==> src/tbcr_pkg.sv <==
// ----------------------------------------------------------------------------
// tbcr_pkg
// shared constants and types for the blob centroid and radius block
// ----------------------------------------------------------------------------
package tbcr_pkg;

	localparam int PIX_W     = 8;
	localparam int COORD_W   = 12;
	localparam int COUNT_W   = 25;
	localparam int SUM_W     = 37;
	localparam int THR_W     = 8;
	localparam int FW_W      = 13;
	localparam int ADDR_W    = 3;
	localparam int DATA_W    = 32;
	localparam int GRAY_W    = 22;
	localparam int GRAY_FRAC = 14;

	// long division datapath: dividend/quotient shift register and divisor
	localparam int DIV_W     = 55;
	localparam int DVS_W     = 32;
	localparam int PI_SHIFT  = 30;
	localparam int ROOT_W    = 12;
	localparam int RAD_W     = 2 * ROOT_W;
	localparam int SREM_W    = ROOT_W + 1;
	localparam int STEP_W    = 6;

	localparam logic [STEP_W-1:0] DIV_LAST  = STEP_W'(DIV_W - 1);
	localparam logic [STEP_W-1:0] SQRT_LAST = STEP_W'(ROOT_W - 1);

	localparam logic [10:0]       COEF_B    = 11'd1868;
	localparam logic [13:0]       COEF_G    = 14'd9617;
	localparam logic [12:0]       COEF_R    = 13'd4899;
	localparam logic [GRAY_W-1:0] GRAY_RND  = GRAY_W'(8192);
	localparam logic [DVS_W-1:0]  PI_Q30    = 32'd3373259426;

	localparam logic [FW_W-1:0]    MAX_WIDTH = FW_W'(4096);
	localparam logic [COORD_W-1:0] ROW_LAST  = COORD_W'(4095);
	localparam logic [COUNT_W-1:0] WHITE_CAP = COUNT_W'(4096 * 4096);

	localparam logic [THR_W-1:0] THR_RESET = THR_W'(128);
	localparam logic [FW_W-1:0]  FW_RESET  = FW_W'(1024);

	localparam logic REG_THR = 1'b0;
	localparam logic REG_FW  = 1'b1;

	typedef struct packed {
		logic               start;
		logic [COUNT_W-1:0] count;
		logic [SUM_W-1:0]   csum;
		logic [SUM_W-1:0]   rsum;
	} sol_req_t;

	typedef struct packed {
		logic               done;
		logic [COORD_W-1:0] center_x;
		logic [COORD_W-1:0] center_y;
		logic [ROOT_W-1:0]  radius;
		logic [COUNT_W-1:0] count;
		logic               empty;
	} sol_res_t;

endpackage

==> src/tbcr_if.sv <==
// ----------------------------------------------------------------------------
// tbcr_if
// valid/ready channels for pixel words and frame result words
// ----------------------------------------------------------------------------
interface tbcr_pix_if;
	logic                       valid;
	logic                       ready;
	logic [tbcr_pkg::PIX_W-1:0] pixel_blue;
	logic [tbcr_pkg::PIX_W-1:0] pixel_green;
	logic [tbcr_pkg::PIX_W-1:0] pixel_red;
	logic                       frame_end;

	modport source (output valid, pixel_blue, pixel_green, pixel_red, frame_end,
		input ready);
	modport sink (input valid, pixel_blue, pixel_green, pixel_red, frame_end,
		output ready);
endinterface

interface tbcr_res_if;
	logic                         valid;
	logic                         ready;
	logic [tbcr_pkg::COORD_W-1:0] center_x;
	logic [tbcr_pkg::COORD_W-1:0] center_y;
	logic [tbcr_pkg::ROOT_W-1:0]  circle_radius;
	logic [tbcr_pkg::COUNT_W-1:0] white_count;
	logic                         empty_frame;

	modport source (output valid, center_x, center_y, circle_radius, white_count,
		empty_frame, input ready);
	modport sink (input valid, center_x, center_y, circle_radius, white_count,
		empty_frame, output ready);
endinterface

==> src/threshold_blob_centroid_radius.sv <==
// ----------------------------------------------------------------------------
// threshold_blob_centroid_radius
// centroid and equal-area radius of the bright region of a bgr frame
// ----------------------------------------------------------------------------
// pix carries one bgr pixel word per cycle in raster order; frame_end marks
// the last pixel of a frame. res carries one result word per frame: centroid,
// radius, white pixel count and an empty flag (all other fields zero when set).
// the apb port holds the gray threshold (0x0) and the row width (0x4).
// pixels are taken back to back, one per cycle, inside a frame. once the
// frame_end word is taken, pix.ready stays low until the frame result sits in
// the output register: the capture and threshold stages, then the bit-serial
// solver runs three 55-step long divisions (x, y, count/pi) and a 12-step
// square root, one bit per cycle; for an empty frame the solver skips the
// divisions and the root.
// the output register holds a result while res.ready is low; the next frame
// streams in meanwhile, and only its own result waits for the register.
// reset clears the counters, sums and valids and loads threshold 128 and
// width 1024.
// ----------------------------------------------------------------------------
module threshold_blob_centroid_radius (
	input  logic                          clk,
	input  logic                          arst_n,
	tbcr_pix_if.sink                      pix,
	tbcr_res_if.source                    res,
	input  logic                          psel,
	input  logic                          penable,
	input  logic                          pwrite,
	input  logic [tbcr_pkg::ADDR_W-1:0]   paddr,
	input  logic [tbcr_pkg::DATA_W-1:0]   pwdata,
	output logic [tbcr_pkg::DATA_W-1:0]   prdata,
	output logic                          pready
);

	logic [tbcr_pkg::THR_W-1:0]   thr_q;
	logic [tbcr_pkg::FW_W-1:0]    fw_q;
	logic                         busy_q;
	logic [tbcr_pkg::COORD_W-1:0] col_q;
	logic [tbcr_pkg::COORD_W-1:0] row_q;

	logic                         val_s1;
	logic [tbcr_pkg::PIX_W-1:0]   b_s1;
	logic [tbcr_pkg::PIX_W-1:0]   g_s1;
	logic [tbcr_pkg::PIX_W-1:0]   r_s1;
	logic                         last_s1;
	logic [tbcr_pkg::COORD_W-1:0] col_s1;
	logic [tbcr_pkg::COORD_W-1:0] row_s1;

	logic                         val_s2;
	logic                         white_s2;
	logic                         last_s2;
	logic [tbcr_pkg::COORD_W-1:0] col_s2;
	logic [tbcr_pkg::COORD_W-1:0] row_s2;

	logic [tbcr_pkg::COUNT_W-1:0] tot_q;
	logic [tbcr_pkg::SUM_W-1:0]   csum_q;
	logic [tbcr_pkg::SUM_W-1:0]   rsum_q;

	logic                         res_valid_q;
	logic [tbcr_pkg::COORD_W-1:0] res_cx_q;
	logic [tbcr_pkg::COORD_W-1:0] res_cy_q;
	logic [tbcr_pkg::ROOT_W-1:0]  res_rad_q;
	logic [tbcr_pkg::COUNT_W-1:0] res_cnt_q;
	logic                         res_empty_q;

	logic                         cfg_wr;
	logic                         pix_acc;
	logic [tbcr_pkg::FW_W-1:0]    fw_eff;
	logic                         col_wrap;
	logic [tbcr_pkg::GRAY_W-1:0]  gray_sum;
	logic                         add;
	logic [tbcr_pkg::COUNT_W-1:0] tot_nx;
	logic [tbcr_pkg::SUM_W-1:0]   csum_nx;
	logic [tbcr_pkg::SUM_W-1:0]   rsum_nx;
	logic                         ack;
	tbcr_pkg::sol_req_t           sreq;
	tbcr_pkg::sol_res_t           sres;

	// configuration registers
	assign pready = 1'b1;
	assign cfg_wr = psel && penable && pwrite;

	always_ff @(posedge clk or negedge arst_n) begin
		if (!arst_n) begin
			thr_q <= tbcr_pkg::THR_RESET;
			fw_q  <= tbcr_pkg::FW_RESET;
		end else if (cfg_wr) begin
			unique case (paddr[2])
				tbcr_pkg::REG_THR: thr_q <= pwdata[tbcr_pkg::THR_W-1:0];
				tbcr_pkg::REG_FW:  fw_q  <= pwdata[tbcr_pkg::FW_W-1:0];
			endcase
		end
	end

	always_comb begin
		unique case (paddr[2])
			tbcr_pkg::REG_THR: prdata = tbcr_pkg::DATA_W'(thr_q);
			tbcr_pkg::REG_FW:  prdata = tbcr_pkg::DATA_W'(fw_q);
		endcase
	end

	// pixel coordinates, advanced per accepted word
	assign pix.ready = !busy_q;
	assign pix_acc   = pix.valid && !busy_q;
	assign fw_eff    = (fw_q == '0 || fw_q > tbcr_pkg::MAX_WIDTH) ? tbcr_pkg::MAX_WIDTH : fw_q;
	assign col_wrap  = (tbcr_pkg::FW_W'(col_q) + tbcr_pkg::FW_W'(1)) >= fw_eff;

	always_ff @(posedge clk or negedge arst_n) begin
		if (!arst_n) begin
			col_q  <= '0;
			row_q  <= '0;
			busy_q <= 1'b0;
		end else begin
			if (pix_acc) begin
				if (pix.frame_end) begin
					col_q <= '0;
					row_q <= '0;
				end else if (col_wrap) begin
					col_q <= '0;
					row_q <= (row_q == tbcr_pkg::ROW_LAST) ? '0 :
						row_q + tbcr_pkg::COORD_W'(1);
				end else begin
					col_q <= col_q + tbcr_pkg::COORD_W'(1);
				end
			end
			if (pix_acc && pix.frame_end) begin
				busy_q <= 1'b1;
			end else if (ack) begin
				busy_q <= 1'b0;
			end
		end
	end

	// stage 1: capture the pixel; stage 2: gray level against threshold
	always_ff @(posedge clk or negedge arst_n) begin
		if (!arst_n) begin
			val_s1 <= 1'b0;
			val_s2 <= 1'b0;
		end else begin
			val_s1 <= pix_acc;
			val_s2 <= val_s1;
		end
	end

	assign gray_sum = tbcr_pkg::GRAY_W'(b_s1) * tbcr_pkg::GRAY_W'(tbcr_pkg::COEF_B)
		+ tbcr_pkg::GRAY_W'(g_s1) * tbcr_pkg::GRAY_W'(tbcr_pkg::COEF_G)
		+ tbcr_pkg::GRAY_W'(r_s1) * tbcr_pkg::GRAY_W'(tbcr_pkg::COEF_R)
		+ tbcr_pkg::GRAY_RND;

	always_ff @(posedge clk) begin
		if (pix_acc) begin
			b_s1    <= pix.pixel_blue;
			g_s1    <= pix.pixel_green;
			r_s1    <= pix.pixel_red;
			last_s1 <= pix.frame_end;
			col_s1  <= col_q;
			row_s1  <= row_q;
		end
		white_s2 <= gray_sum[tbcr_pkg::GRAY_FRAC +: tbcr_pkg::PIX_W] > thr_q;
		last_s2  <= last_s1;
		col_s2   <= col_s1;
		row_s2   <= row_s1;
	end

	// moment accumulators, frozen once the count reaches the cap
	always_comb begin
		add     = val_s2 && white_s2 && (tot_q < tbcr_pkg::WHITE_CAP);
		tot_nx  = tot_q + tbcr_pkg::COUNT_W'(add);
		csum_nx = csum_q + (add ? tbcr_pkg::SUM_W'(col_s2) : '0);
		rsum_nx = rsum_q + (add ? tbcr_pkg::SUM_W'(row_s2) : '0);
	end

	always_ff @(posedge clk or negedge arst_n) begin
		if (!arst_n) begin
			tot_q  <= '0;
			csum_q <= '0;
			rsum_q <= '0;
		end else if (val_s2) begin
			if (last_s2) begin
				tot_q  <= '0;
				csum_q <= '0;
				rsum_q <= '0;
			end else begin
				tot_q  <= tot_nx;
				csum_q <= csum_nx;
				rsum_q <= rsum_nx;
			end
		end
	end

	assign sreq.start = val_s2 && last_s2;
	assign sreq.count = tot_nx;
	assign sreq.csum  = csum_nx;
	assign sreq.rsum  = rsum_nx;

	tbcr_solve u_solve (
		.clk    (clk),
		.arst_n (arst_n),
		.req    (sreq),
		.ack    (ack),
		.res    (sres)
	);

	// output register
	assign ack = sres.done && (!res_valid_q || res.ready);

	always_ff @(posedge clk or negedge arst_n) begin
		if (!arst_n) begin
			res_valid_q <= 1'b0;
		end else if (ack) begin
			res_valid_q <= 1'b1;
		end else if (res.ready) begin
			res_valid_q <= 1'b0;
		end
	end

	always_ff @(posedge clk) begin
		if (ack) begin
			res_cx_q    <= sres.center_x;
			res_cy_q    <= sres.center_y;
			res_rad_q   <= sres.radius;
			res_cnt_q   <= sres.count;
			res_empty_q <= sres.empty;
		end
	end

	assign res.valid         = res_valid_q;
	assign res.center_x      = res_cx_q;
	assign res.center_y      = res_cy_q;
	assign res.circle_radius = res_rad_q;
	assign res.white_count   = res_cnt_q;
	assign res.empty_frame   = res_empty_q;

endmodule

==> src/tbcr_solve.sv <==
// ----------------------------------------------------------------------------
// tbcr_solve
// bit-serial centroid division and equal-area radius at frame end
// ----------------------------------------------------------------------------
module tbcr_solve (
	input  logic               clk,
	input  logic               arst_n,
	input  tbcr_pkg::sol_req_t req,
	input  logic               ack,
	output tbcr_pkg::sol_res_t res
);

	typedef enum logic [5:0] {
		ST_IDLE = 6'b000001,
		ST_DIVX = 6'b000010,
		ST_DIVY = 6'b000100,
		ST_DIVP = 6'b001000,
		ST_SQRT = 6'b010000,
		ST_DONE = 6'b100000
	} state_t;

	state_t                               state_q;
	logic [tbcr_pkg::STEP_W-1:0]          step_q;
	logic [tbcr_pkg::COUNT_W-1:0]         cnt_q;
	logic [tbcr_pkg::SUM_W-1:0]           rsum_q;
	logic [tbcr_pkg::DIV_W-1:0]           a_q;
	logic [tbcr_pkg::DVS_W-1:0]           rem_q;
	logic [tbcr_pkg::COORD_W-1:0]         cx_q;
	logic [tbcr_pkg::COORD_W-1:0]         cy_q;
	logic [tbcr_pkg::ROOT_W-1:0]          root_q;
	logic [tbcr_pkg::RAD_W-1:0]           sq_d_q;
	logic [tbcr_pkg::SREM_W-1:0]          sq_rem_q;
	logic                                 empty_q;

	logic [tbcr_pkg::DVS_W-1:0]           divisor;
	logic [tbcr_pkg::DVS_W:0]             rem_t;
	logic                                 dge;
	logic [tbcr_pkg::DVS_W:0]             rem_d;
	logic [tbcr_pkg::DVS_W-1:0]           rem_n;
	logic [tbcr_pkg::DIV_W-1:0]           a_n;
	logic [tbcr_pkg::SREM_W+1:0]          sr_t;
	logic [tbcr_pkg::SREM_W:0]            trial;
	logic                                 sge;
	logic [tbcr_pkg::SREM_W+1:0]          sr_d;
	logic [tbcr_pkg::STEP_W-1:0]          step_n;

	// one quotient bit per cycle: shift in a dividend bit, try the subtract
	always_comb begin
		divisor = (state_q == ST_DIVP) ? tbcr_pkg::PI_Q30 : tbcr_pkg::DVS_W'(cnt_q);
		rem_t   = {rem_q, a_q[tbcr_pkg::DIV_W-1]};
		dge     = rem_t >= {1'b0, divisor};
		rem_d   = rem_t - {1'b0, divisor};
		rem_n   = dge ? rem_d[tbcr_pkg::DVS_W-1:0] : rem_t[tbcr_pkg::DVS_W-1:0];
		a_n     = {a_q[tbcr_pkg::DIV_W-2:0], dge};
		step_n  = step_q + tbcr_pkg::STEP_W'(1);
	end

	// one root bit per cycle from two radicand bits
	always_comb begin
		sr_t  = {sq_rem_q, sq_d_q[tbcr_pkg::RAD_W-1 -: 2]};
		trial = {root_q, 2'b01};
		sge   = sr_t >= {1'b0, trial};
		sr_d  = sr_t - {1'b0, trial};
	end

	always_ff @(posedge clk or negedge arst_n) begin
		if (!arst_n) begin
			state_q <= ST_IDLE;
			step_q  <= '0;
		end else begin
			unique case (state_q)
				ST_IDLE: begin
					if (req.start) begin
						step_q <= '0;
						if (req.count == '0) begin
							state_q <= ST_DONE;
						end else begin
							state_q <= ST_DIVX;
						end
					end
				end
				ST_DIVX, ST_DIVY, ST_DIVP: begin
					if (step_q == tbcr_pkg::DIV_LAST) begin
						step_q  <= '0;
						state_q <= (state_q == ST_DIVX) ? ST_DIVY :
							(state_q == ST_DIVY) ? ST_DIVP : ST_SQRT;
					end else begin
						step_q <= step_n;
					end
				end
				ST_SQRT: begin
					if (step_q == tbcr_pkg::SQRT_LAST) begin
						step_q  <= '0;
						state_q <= ST_DONE;
					end else begin
						step_q <= step_n;
					end
				end
				ST_DONE: begin
					if (ack) begin
						state_q <= ST_IDLE;
					end
				end
				default: begin
					state_q <= ST_IDLE;
				end
			endcase
		end
	end

	always_ff @(posedge clk) begin
		unique case (state_q)
			ST_IDLE: begin
				if (req.start) begin
					cnt_q    <= req.count;
					rsum_q   <= req.rsum;
					a_q      <= tbcr_pkg::DIV_W'(req.csum);
					rem_q    <= '0;
					cx_q     <= '0;
					cy_q     <= '0;
					root_q   <= '0;
					empty_q  <= (req.count == '0);
				end
			end
			ST_DIVX: begin
				if (step_q == tbcr_pkg::DIV_LAST) begin
					cx_q  <= a_n[tbcr_pkg::COORD_W-1:0];
					a_q   <= tbcr_pkg::DIV_W'(rsum_q);
					rem_q <= '0;
				end else begin
					a_q   <= a_n;
					rem_q <= rem_n;
				end
			end
			ST_DIVY: begin
				if (step_q == tbcr_pkg::DIV_LAST) begin
					cy_q  <= a_n[tbcr_pkg::COORD_W-1:0];
					a_q   <= {cnt_q, {tbcr_pkg::PI_SHIFT{1'b0}}};
					rem_q <= '0;
				end else begin
					a_q   <= a_n;
					rem_q <= rem_n;
				end
			end
			ST_DIVP: begin
				if (step_q == tbcr_pkg::DIV_LAST) begin
					// r*r <= count/pi holds exactly when r*r <= its floor
					sq_d_q   <= {1'b0, a_n[tbcr_pkg::RAD_W-2:0]};
					sq_rem_q <= '0;
					root_q   <= '0;
				end else begin
					a_q   <= a_n;
					rem_q <= rem_n;
				end
			end
			ST_SQRT: begin
				sq_d_q   <= {sq_d_q[tbcr_pkg::RAD_W-3:0], 2'b00};
				sq_rem_q <= sge ? sr_d[tbcr_pkg::SREM_W-1:0] : sr_t[tbcr_pkg::SREM_W-1:0];
				root_q   <= {root_q[tbcr_pkg::ROOT_W-2:0], sge};
			end
			ST_DONE: begin
			end
			default: begin
			end
		endcase
	end

	assign res.done     = (state_q == ST_DONE);
	assign res.center_x = cx_q;
	assign res.center_y = cy_q;
	assign res.radius   = root_q;
	assign res.count    = cnt_q;
	assign res.empty    = empty_q;

endmodule

==> src/flat_wrapper.sv <==
// flat-port wrapper written by rule: the top's interface ports become plain ports
module threshold_blob_centroid_radius_flat 
  (clk, arst_n, psel, penable, pwrite, paddr, pwdata, prdata, pready, pix_valid, pix_pixel_blue, pix_pixel_green, pix_pixel_red, pix_frame_end, pix_ready, res_valid, res_center_x, res_center_y, res_circle_radius, res_white_count, res_empty_frame, res_ready);
  tbcr_pix_if pix_i ();
  tbcr_res_if res_i ();
  input  logic clk;
  input  logic arst_n;
  input  logic psel;
  input  logic penable;
  input  logic pwrite;
  input  logic [tbcr_pkg::ADDR_W-1:0] paddr;
  input  logic [tbcr_pkg::DATA_W-1:0] pwdata;
  output logic [tbcr_pkg::DATA_W-1:0] prdata;
  output logic pready;
  input wire logic [$bits(pix_i.valid)-1:0] pix_valid;
  input wire logic [$bits(pix_i.pixel_blue)-1:0] pix_pixel_blue;
  input wire logic [$bits(pix_i.pixel_green)-1:0] pix_pixel_green;
  input wire logic [$bits(pix_i.pixel_red)-1:0] pix_pixel_red;
  input wire logic [$bits(pix_i.frame_end)-1:0] pix_frame_end;
  output wire logic [$bits(pix_i.ready)-1:0] pix_ready;
  output wire logic [$bits(res_i.valid)-1:0] res_valid;
  output wire logic [$bits(res_i.center_x)-1:0] res_center_x;
  output wire logic [$bits(res_i.center_y)-1:0] res_center_y;
  output wire logic [$bits(res_i.circle_radius)-1:0] res_circle_radius;
  output wire logic [$bits(res_i.white_count)-1:0] res_white_count;
  output wire logic [$bits(res_i.empty_frame)-1:0] res_empty_frame;
  input wire logic [$bits(res_i.ready)-1:0] res_ready;
  assign pix_i.valid = pix_valid;
  assign pix_i.pixel_blue = pix_pixel_blue;
  assign pix_i.pixel_green = pix_pixel_green;
  assign pix_i.pixel_red = pix_pixel_red;
  assign pix_i.frame_end = pix_frame_end;
  assign pix_ready = pix_i.ready;
  assign res_valid = res_i.valid;
  assign res_center_x = res_i.center_x;
  assign res_center_y = res_i.center_y;
  assign res_circle_radius = res_i.circle_radius;
  assign res_white_count = res_i.white_count;
  assign res_empty_frame = res_i.empty_frame;
  assign res_i.ready = res_ready;
  threshold_blob_centroid_radius u_core (.clk(clk), .arst_n(arst_n), .pix(pix_i), .res(res_i), .psel(psel), .penable(penable), .pwrite(pwrite), .paddr(paddr), .pwdata(pwdata), .prdata(prdata), .pready(pready));
endmodule
==> config.mk <==
export PLATFORM = sky130hd
export DESIGN_NAME = threshold_blob_centroid_radius_flat
export DESIGN_NICKNAME = d
export VERILOG_FILES = /design/src/tbcr_pkg.sv /design/src/tbcr_if.sv /design/src/threshold_blob_centroid_radius.sv /design/src/tbcr_solve.sv /design/src/flat_wrapper.sv
export SDC_FILE = /design/constraint.sdc
export NUM_CORES = 1
export LEC_CHECK = 0
export ABC_CLOCK_PERIOD_IN_PS = 15400
export BUFFER_PORTS_ARGS = -buffer_cell sky130_fd_sc_hd__buf_2
export CORE_MARGIN = 5
export CORE_UTILIZATION = 50
export CTS_CLUSTER_SIZE = 40
export DETAILED_ROUTE_END_ITERATION = 10
export PLACE_DENSITY = 0.69
export SYNTH_ARGS = -nofsm -noshare
export SYNTH_HDL_FRONTEND = slang
export SYNTH_SLANG_ARGS = --single-unit
==> constraint.sdc <==
create_clock -name clk -period 15.4 [get_ports clk]
set_input_delay 1.54 -clock clk [delete_from_list [all_inputs] [get_ports clk]]
set_output_delay 1.54 -clock clk [all_outputs]
set_load 0.05 [all_outputs]
==> impl.org, run 1 <==
** Status
- Result of the run :: finished, final reports clean

** Global routing
- Aggregate global-route resource usage :: 20.23%
- Met1 Use GR :: 28.96%
- The via count of the first global-routing pass is between 20000 and 25000.
- GR Util met2 :: 32.58%
- Summed over all layers, the global routing overflow is 0.
- Grt met3 use :: 3.373%
- Busiest grt layer :: met2
- Entering global routing, the biggest net connects 68 pins.
- Wire length of the first global-routing pass :: between 100 and 150 mm
- Number of antenna violations at the first check in global routing :: 1

** Detailed routing
- Count of unresolved DRC violations after routing :: 0
- After detailed routing, the average wire length per cell comes to between 15 and 20 um.
- After the first detailed-routing iteration, the DRC count stood at 1714.
- Via count :: 21390
- After detailed routing, the total wire length is just under 70 mm.
- Vias per cell :: 5.712
- Once detail routing completed, the nets flagged for antenna violations numbered 0.
- First-pass DRT Iterations :: 5

** Floorplan
- Initial core utilization :: 50.60%
- In this run the standard cell core region covers roughly 60000 um2.
- 164 I/O pins were placed.
- The floorplan has 90 rows.
- Die area :: ~66000 um2
- In this run the vertical extent of the chip is 257.4 um.
- Die span in x :: 257.4 um

** Clock tree
- Worst-Skew Late Latency :: 0.62 ns
- Gates resized during post-CTS repair numbered 0.
- Maximum buffer depth of the clock tree :: 3
- Clock-pin slew was measured on the worst setup and hold paths at approximately 0.060 ns.
- The root buffer cell chosen for the clock tree is sky130_fd_sc_hd__clkbuf_16.
- Buffers inserted by post-CTS timing repair :: 0
- Buffers inserted during clock tree synthesis total 55.
- Hold buffer count at CTS :: 0
- Number of H-tree levels :: 2
- Clock tree from TritonCTS :: done
- Num Clock Sinks :: 520

** Synth
- Most instantiated flip-flop cell in the synthesis netlist :: sky130_fd_sc_hd__edfxtp_1
- Sorting the synthesized cells by how often they occur yields 334 x sky130_fd_sc_hd__edfxtp_1, 264 x sky130_fd_sc_hd__inv_1, 259 x sky130_fd_sc_hd__nand2_1.
- Summed over its instances, the top area cell type makes up 32.78% of the synthesized netlist area.
- FFs w/ async S/R, synth :: 30.77%
- Yosys mapped the design onto 95 distinct sky130hd cell types.
- In this run the cell area of the synthesized design comes to 30600 um2.
- Dominant cells by area after synthesis :: sky130_fd_sc_hd__edfxtp_1 33%, sky130_fd_sc_hd__dfrtp_1 13%, sky130_fd_sc_hd__ha_1 9.6%, sky130_fd_sc_hd__fa_1 5.9%, sky130_fd_sc_hd__inv_1 3.2%
- sky130_fd_sc_hd__edfxtp_1 is the most common cell in the netlist.
- The share of the Yosys chip area taken by registers is 47.58%.
- The synthesized design contains 334 enable-type register cells.
- Counting every instance in the synthesized netlist gives 2827.
- Number of flip-flops and latches in the synthesized netlist :: 520
- The Yosys step of the flow raised 0 warnings.
- The synthesized design spends more area on one cell type than any other, namely sky130_fd_sc_hd__edfxtp_1.
- In this run the mean area of a mapped cell was 10.82 um2.

** STA
- The count of endpoints failing hold in the final timing report came to 0.
- For the final database, setup skew stands at just under 0.03 ns.
- After routing, the total negative slack on setup checks comes to 0 ns.
- Max-slew headroom :: 20.49%
- Setup violations remaining at the end of the flow were counted as 0.
- The final max-slew violation count came to 0.
- Subtracting the final worst setup slack from the clock period gives 8.610 ns.
- For the pin with the worst max-slew slack, the measured transition is 1.187 ns.
- Derived from the worst setup path, the maximum achievable clock frequency is 116.1 MHz.
- Setup repair after global routing left no endpoint under its margin.
- Final worst path period share :: 55.91%

** Layout
- The area growth from synthesis to layout is 10.44%.
- Number of nets in the finished design :: around 3300
- Final instance area :: 33790 um2
- The multi-input combinational cells in the finished layout cover a total of roughly 15000 um2.
- Filler instances :: between 5000 and 6000
- Combined flip-flop and latch cell area :: 14560 um2
- The number of antenna diodes in the final layout is 0.
- In the final layout, the share of cells above drive strength 1 is 10.73%.

** Setup path
- The worst setup path is launched from a flip-flop.
- Required time of the critical path :: 15.89 ns
- The startpoint identified for the worst register-to-register timing path is u_core.b_s1[5]$_DFFE_PP_.
- The slowest stage of the critical path belongs to the cell sky130_fd_sc_hd__fa_1.
- STA classifies the critical path endpoint as a flip-flop.
- Of all nets on the critical path, the largest fanout is 6.
- Following the worst setup path forward leads to its endpoint at u_core.white_s2$_DFF_P_.
- CP startpoint :: u_core.b_s1[5]$_DFFE_PP_
- Worst R2R Setup Slack :: 6.79 ns
- Maximum cell stage delay along the critical path :: 0.57 ns
- Capturing point of the worst reg2reg path :: u_core.white_s2$_DFF_P_
- R2R cell count :: 35
- Counting stages on the worst path, the most repeated cell is sky130_fd_sc_hd__ha_1.
- Data on the critical path arrives at its endpoint at 9.10 ns.
- Type of the setup path with the least slack :: reg2reg

** Placement
- Final GP Congestion :: 0.8591
- Half-perimeter wire length after detailed placement :: just under 50 mm
- Summing all placed instances gives a cell area of 31890 um2.
- IO buf count :: 122

** Worst hold path
- The tightest min-delay check is of the reg2reg type.

** Flow run
- Across the run, the number of max-cap violations was 0.
==> sequential cells by signal (all words and copies together) (netlist names), 13 cells and up <==
signal / count
u_core.csum_q: 37
u_core.fw_q: 13
u_core.res.white_count: 25
u_core.rsum_q: 37
u_core.tot_q: 25
u_core.u_solve.a_q: 55
u_core.u_solve.cnt_q: 25
u_core.u_solve.rem_q: 32
u_core.u_solve.rsum_q: 37
u_core.u_solve.sq_d_q: 24
u_core.u_solve.sq_rem_q: 13
==> worst min path at each step <==
stage / start / cells after the start / endpoint
after floorplan: u_core.col_s1[0]$_DFFE_PP_ / 0 / u_core.col_s2[0]$_DFF_P_
after global placement: u_core.col_s1[9]$_DFFE_PP_ / 0 / u_core.col_s2[9]$_DFF_P_
after detailed placement: u_core.last_s1$_DFFE_PP_ / 0 / u_core.last_s2$_DFF_P_
after CTS: u_core.row_s1[9]$_DFFE_PP_ / 0 / u_core.row_s2[9]$_DFF_P_
after global routing: u_core.row_s1[9]$_DFFE_PP_ / 0 / u_core.row_s2[9]$_DFF_P_
final: u_core.row_s1[9]$_DFFE_PP_ / 0 / u_core.row_s2[9]$_DFF_P_
==> kinds of logic after synthesis <==
family / Yosys count / share of synthesized area [%]
compound gates: 618 / 13.45
xor+xnor: 154 / 4.408
fa+ha+maj: 325 / 15.50
buf+inv: 400 / 5.283
flops: 520 / 47.58
mux: 39 / 1.378
other cells: 2 / 0.02454
simple gates: 769 / 12.38
==> routing by layer <==
| metal | vias to the layer above | share of wire (%) |
|---|---|---|
| met3 | 87 | 6.6 |
| li1 | 10220 | - |
| met2 | 662 | 46 |
| met1 | 10420 | 45 |
| met4 | 2 | 1.8 |
| met5 | - | 0.010 |
==> final cells by class <==
type / instances / share of cell area [%]
clock buffers: 68 / 4.339
clock inverters: 36 / 1.277
well taps: 782 / 2.895
inverters: 266 / 2.955
flip-flops and latches: 520 / 43.08
multi-input cells: 1925 / 43.05
repair buffers: 148 / 2.403
==> through the flow <==
step	instances	worst slack, ns	hold WS (ns)	util (%)
finish	3745	6.790	0.3327	55.88
global route	3745	6.271	0.3427	55.88
CTS	3745	6.729	0.3372	55.88
detailed placement	3641	6.771	0.3268	52.74
global placement	3641	6.866	0.3253	52.74
floorplan	2845	7.395	0.3233	-
==> layout by cell type (no fill, tap or decap), drive strengths merged, types with 14 or more instances in the layout <==
cell	count
nand4	27
o2bb2ai	15
mux2i	14
a22oi	18
nor3	41
a22o	58
dfxtp	26
xor2	68
nor2	143
and3	29
a21o	28
edfxtp	334
dfrtp	157
a211oi	26
a31oi	30
buf	148
fa	90
ha	235
inv	268
o21ai	164
xnor2	86
or2	15
nand3	75
mux2	25
conb	20
a21oi	129
nor2b	17
nand2	259
nand2b	27
o21a	16
clkbuf	68
o31ai	37
and2	74
clkinv	21
==> worst max-delay path: cells and delay by family (launching register included) <==
family / cells / cell delay, ns
and+or+nand+nor: 7 / 0.94
xor gates and xnor gates: 2 / 0.36
buffers and inverters: 4 / 0.20
AOI/OAI and AO/OA: 10 / 1.72
adders and majority gates: 12 / 4.73
DFF: 1 / 0.52
Power of run 1 is not shown: default switching activity piles up to over one toggle a cycle in this logic, so the estimate is an artifact.
==> inputs of run 2 (changes only) <==
--- a/config.mk
+++ b/config.mk
@@ -5,7 +5,8 @@
 export SDC_FILE = /design/constraint.sdc
 export NUM_CORES = 1
 export LEC_CHECK = 0
-export ABC_CLOCK_PERIOD_IN_PS = 15400
+export ABC_AREA = 1
+export ABC_CLOCK_PERIOD_IN_PS = 8100
 export BUFFER_PORTS_ARGS = -buffer_cell sky130_fd_sc_hd__buf_2
 export CORE_MARGIN = 5
 export CORE_UTILIZATION = 50
==> constraint.sdc (replaced) <==
create_clock -name clk -period 8.1 [get_ports clk]
set_input_delay 0.81 -clock clk [delete_from_list [all_inputs] [get_ports clk]]
set_output_delay 0.81 -clock clk [all_outputs]
set_load 0.05 [all_outputs]
==> impl.org, run 2 <==
** Global routing
- Aggregate global-route resource usage :: 21.13% (+0.91 points)
- The met2 routing resource usage after global routing was 35.09% (+2.5 points).
- met2 is the most crowded layer.
- The met1 layer usage reported by global route came to 29.50% (+0.54 points).
- Number of global-route vias before repair :: 23550 (+10%)
- Maximum number of pins on one net before global-route repair :: 97 (+43%)
- The number of antenna violations at the first check in global routing is 1 (unchanged).
- The total congestion overflow came to 0 (unchanged).
- The met3 usage in global routing is 3.427% (+0.054 points).
- The global-route wire length before repair was 121.7 mm (+9.5%).

** Synth
- Number of flops mapped to enable cells by yosys :: 334 (unchanged)
- Yosys attributes the largest share of cell area to sky130_fd_sc_hd__edfxtp_1 31%, sky130_fd_sc_hd__dfrtp_1 12%, sky130_fd_sc_hd__ha_1 9.2%, sky130_fd_sc_hd__nand2_1 8.1%, sky130_fd_sc_hd__inv_1 6.7%.
- The fraction of the yosys area taken by sequential cells was 45.43% (-2.1 points).
- Mean instance size in the synthesized netlist :: 9.054 um2 (-16%)
- The count of different cell masters after synthesis came to 66 (-31%).
- The number of warning messages in the yosys log was 0 (unchanged).
- Most instantiated flip-flop cell in the synthesis netlist :: sky130_fd_sc_hd__edfxtp_1
- Number of instances in the synthesized netlist :: 3539 (+25%)
- By count the netlist is led by 694 x sky130_fd_sc_hd__nand2_1, 576 x sky130_fd_sc_hd__inv_1, 334 x sky130_fd_sc_hd__edfxtp_1.
- By instance count, the leading cell after synthesis is sky130_fd_sc_hd__nand2_1.
- The share of flip-flops with an asynchronous set or reset after synthesis came to 30.77% (unchanged).
- sky130_fd_sc_hd__edfxtp_1 takes more of the synthesized area than any other cell.
- The netlist area before placement was 32040 um2 (+4.7%).
- The share of the synthesized area in the top cell type is 31.30% (-1.5 points).
- Number of flip-flops and latches in the synthesized netlist :: 520 (unchanged)

** Floorplan
- The die area came to 69250 um2 (+4.5%).
- The die outline width came to 263.2 um (+2.2%).
- The height of the die is 263.2 um (+2.2%).
- Rows :: 92 (+2.2%)
- The I/O pin count is 164 (unchanged).
- Initial core utilization :: 50.61% (about the same)
- Core region area :: 63310 um2 (+4.7%)

** Detailed routing
- The via count came to 24100 (+13%).
- Remaining antenna violation count after routing :: 0 (unchanged)
- The initial DRC count was 1730 (+0.93%).
- The via count normalized by instance count is 5.284 (-7.5%).
- The total routed wirelength is 74.40 mm (+8.5%).
- Count of unresolved DRC violations after routing :: 0 (unchanged)
- Routed length per instance :: 16.31 um (-11%)
- First-pass DRT Iterations :: 6 (+1)

** Setup path
- Cell with the largest stage delay on the worst path :: sky130_fd_sc_hd__fa_1
- Crit path max-delay family :: adder cells
- CP Data Arrival Time :: 8.16 ns (-0.94 ns)
- The worst register-to-register path ends at u_core.white_s2$_DFF_P_.
- Worst R2R Setup Slack :: 0.44 ns (-6.35 ns)
- Required time of the critical path :: 8.61 ns (-7.28 ns)
- The critical path starts at u_core.b_s1[4]$_DFFE_PP_.
- WP buf/inv :: 8 (+4)
- R2R cell count :: 34 (-2.9%)
- Type of element capturing the critical path :: flip-flop
- Maximum cell stage delay along the critical path :: 0.54 ns (-0.03 ns)
- Crit. path cell count :: 34 (-2.9%)
- The worst-path maximum fanout is 4 (-2).
- In this run the critical register-to-register path is launched from u_core.b_s1[4]$_DFFE_PP_.
- Most frequent cell on the critical path :: sky130_fd_sc_hd__inv_1
- Startpoint types :: flip-flop
- Setup crit end :: u_core.white_s2$_DFF_P_
- Type of the setup path with the least slack :: reg2reg

** STA
- Slew at the pin closest to its max-slew limit :: 1.073 ns (-0.1143 ns)
- Count of endpoints failing setup in the final report :: 0 (unchanged)
- Max-slew headroom :: 28.27% (+7.8 points)
- The minimum clock period is 7.658 ns (-0.9523 ns).
- The highest attainable clock frequency was 130.6 MHz (+12%).
- The setup TNS was 0 ns (unchanged).
- Final count of pins violating max slew :: 0 (unchanged)
- Hold Violations, Final :: 0 (unchanged)
- Final worst path period share :: 94.54% (+39 points)
- Final setup skew :: 0.03777 ns (+0.007941 ns)
- Unrepaired setup endpoints after global routing :: no

** Layout
- The final layout net count is 4058 (+23%).
- Counting flops per register, the top entry is u_core.u_solve.a_q.
- The fraction of layout cells with a size suffix above 1 was 9.852% (-0.88 points).
- The library cell used most frequently in the layout, excluding fill and tap cells, is sky130_fd_sc_hd__nand2_1.
- Max reg flops :: 55 (unchanged)
- Most used cells in the layout excluding fill and tap cells :: 692 x sky130_fd_sc_hd__nand2_1, 575 x sky130_fd_sc_hd__inv_1, 334 x sky130_fd_sc_hd__edfxtp_1, 281 x sky130_fd_sc_hd__nor2_1, 233 x sky130_fd_sc_hd__ha_1
- The number of diodes added for antenna fixing came to 0 (unchanged).
- Area Overhead vs Synth :: 11.05%

** Clock tree
- Num Clock Sinks :: 520 (unchanged)
- Number of H-tree levels :: 2 (unchanged)
- The total of hold buffers inserted after clock tree synthesis is 0 (unchanged).
- TritonCTS built the clock tree.
- The later-pin clock latency in the skew report is 0.64 ns (+0.02 ns).
- The maximum buffer depth of the clock tree came to 3 (unchanged).
- The clock-pin transition on the worst setup and hold timing paths was 0.07 ns (about the same).
- Root Buffer :: sky130_fd_sc_hd__clkbuf_16
- The number of CTS-inserted buffers came to 57 (+3.6%).

** Placement
- The estimated wirelength of the detail-placed design is 54.92 mm (+11%).
- IO buf count :: 122 (unchanged)
- The placer's final routability congestion estimate came to 0.9312 (+8.4%).

** Worst hold path
- Hold Path Class :: in2async

** Status
- Result of the run :: finished, final reports clean

** Flow run
- Max_cap viols :: 0 (unchanged)
-- run 2: worst min path at each step --
stage / start / endpoint / slack (ns) / cells after the start
after global placement: u_core.col_s1[11]$_DFFE_PP_ / u_core.col_s2[11]$_DFF_P_ / 0.32 / 0
after floorplan: u_core.col_s1[0]$_DFFE_PP_ / u_core.col_s2[0]$_DFF_P_ / 0.32 / 0
final: arst_n / u_core.busy_q$_DFFE_PN0P_ / 0.27 / 1
after CTS: arst_n / u_core.busy_q$_DFFE_PN0P_ / 0.33 / 1
after detailed placement: u_core.col_s1[11]$_DFFE_PP_ / u_core.col_s2[11]$_DFF_P_ / 0.33 / 0
after global routing: pix_pixel_red[1] / u_core.r_s1[1]$_DFFE_PP_ / 0.32 / 1
-- run 2: worst register-to-register path: cells and delay by family (launching register included) --
family | cells | cell delay (ns)
DFF | 1 | 0.41
adders and majority gates | 12 | 4.98
AOI/OAI and AO/OA | 5 | 0.52
and+or+nand+nor | 7 | 0.84
buffers and inverters | 8 | 0.50
xor gates and xnor gates | 2 | 0.31
-- run 2: cell families (layout without fill, tap and decap cells) --
group                    Yosys count  count (layout)  synth area share (%)
AO/OA/AOI/OAI                    548             548                 9.887
XOR/XNOR                         104             104                 2.843
adder cells (fa/ha/maj)          325             325                 14.80
buffers and inverters            688             846                 8.579
flip-flops                       520             520                 45.43
multiplexers                       6               6                0.2069
other                              2              20               0.02344
AND/OR/NAND/NOR                 1346            1346                 18.23
-- run 2: final cells by class --
| type | instances | area [um2] |
|---|---|---|
| Fill cell | 5720 | 27730 |
| Tap cell | 846 | 1059 |
| Clock inverter | 35 | 494.2 |
| Sequential cell | 520 | 14560 |
| Inverter | 589 | 2211 |
| Clock buffer | 73 | 1516 |
| Multi-Input combinational cell | 2349 | 14920 |
| Timing Repair Buffer | 149 | 819.5 |
-- run 2: per-stage QoR --
stage          area (um2)  setup slack (ns)  std cells  utilization (%)  hold slack, ns
2_1_floorplan       32110            0.6841       3557                -          0.3233
3_3_place_gp        33450            0.2835       4447            52.84          0.3238
3_5_place_dp        33450            0.2087       4447            52.84          0.3279
4_1_cts             35460            0.1719       4555            56.01          0.3277
5_1_grt             35580          0.004913       4561            56.20          0.3196
6_report            35580            0.4425       4561            56.20          0.2717
-- run 2: layer usage --
layer | vias up | share of wire, %
li1 | 11960 | -
met1 | 11470 | 45
met2 | 556 | 47
met3 | 114 | 5.5
met4 | 2 | 2.3
met5 | - | 0.017
-- run 2: what timing repair did --
action,in CTS,in global routing
setup endpoints to repair,0,1
resized for setup,0,18
setup buffers,0,6
Power of run 2 is left out for the same reason.
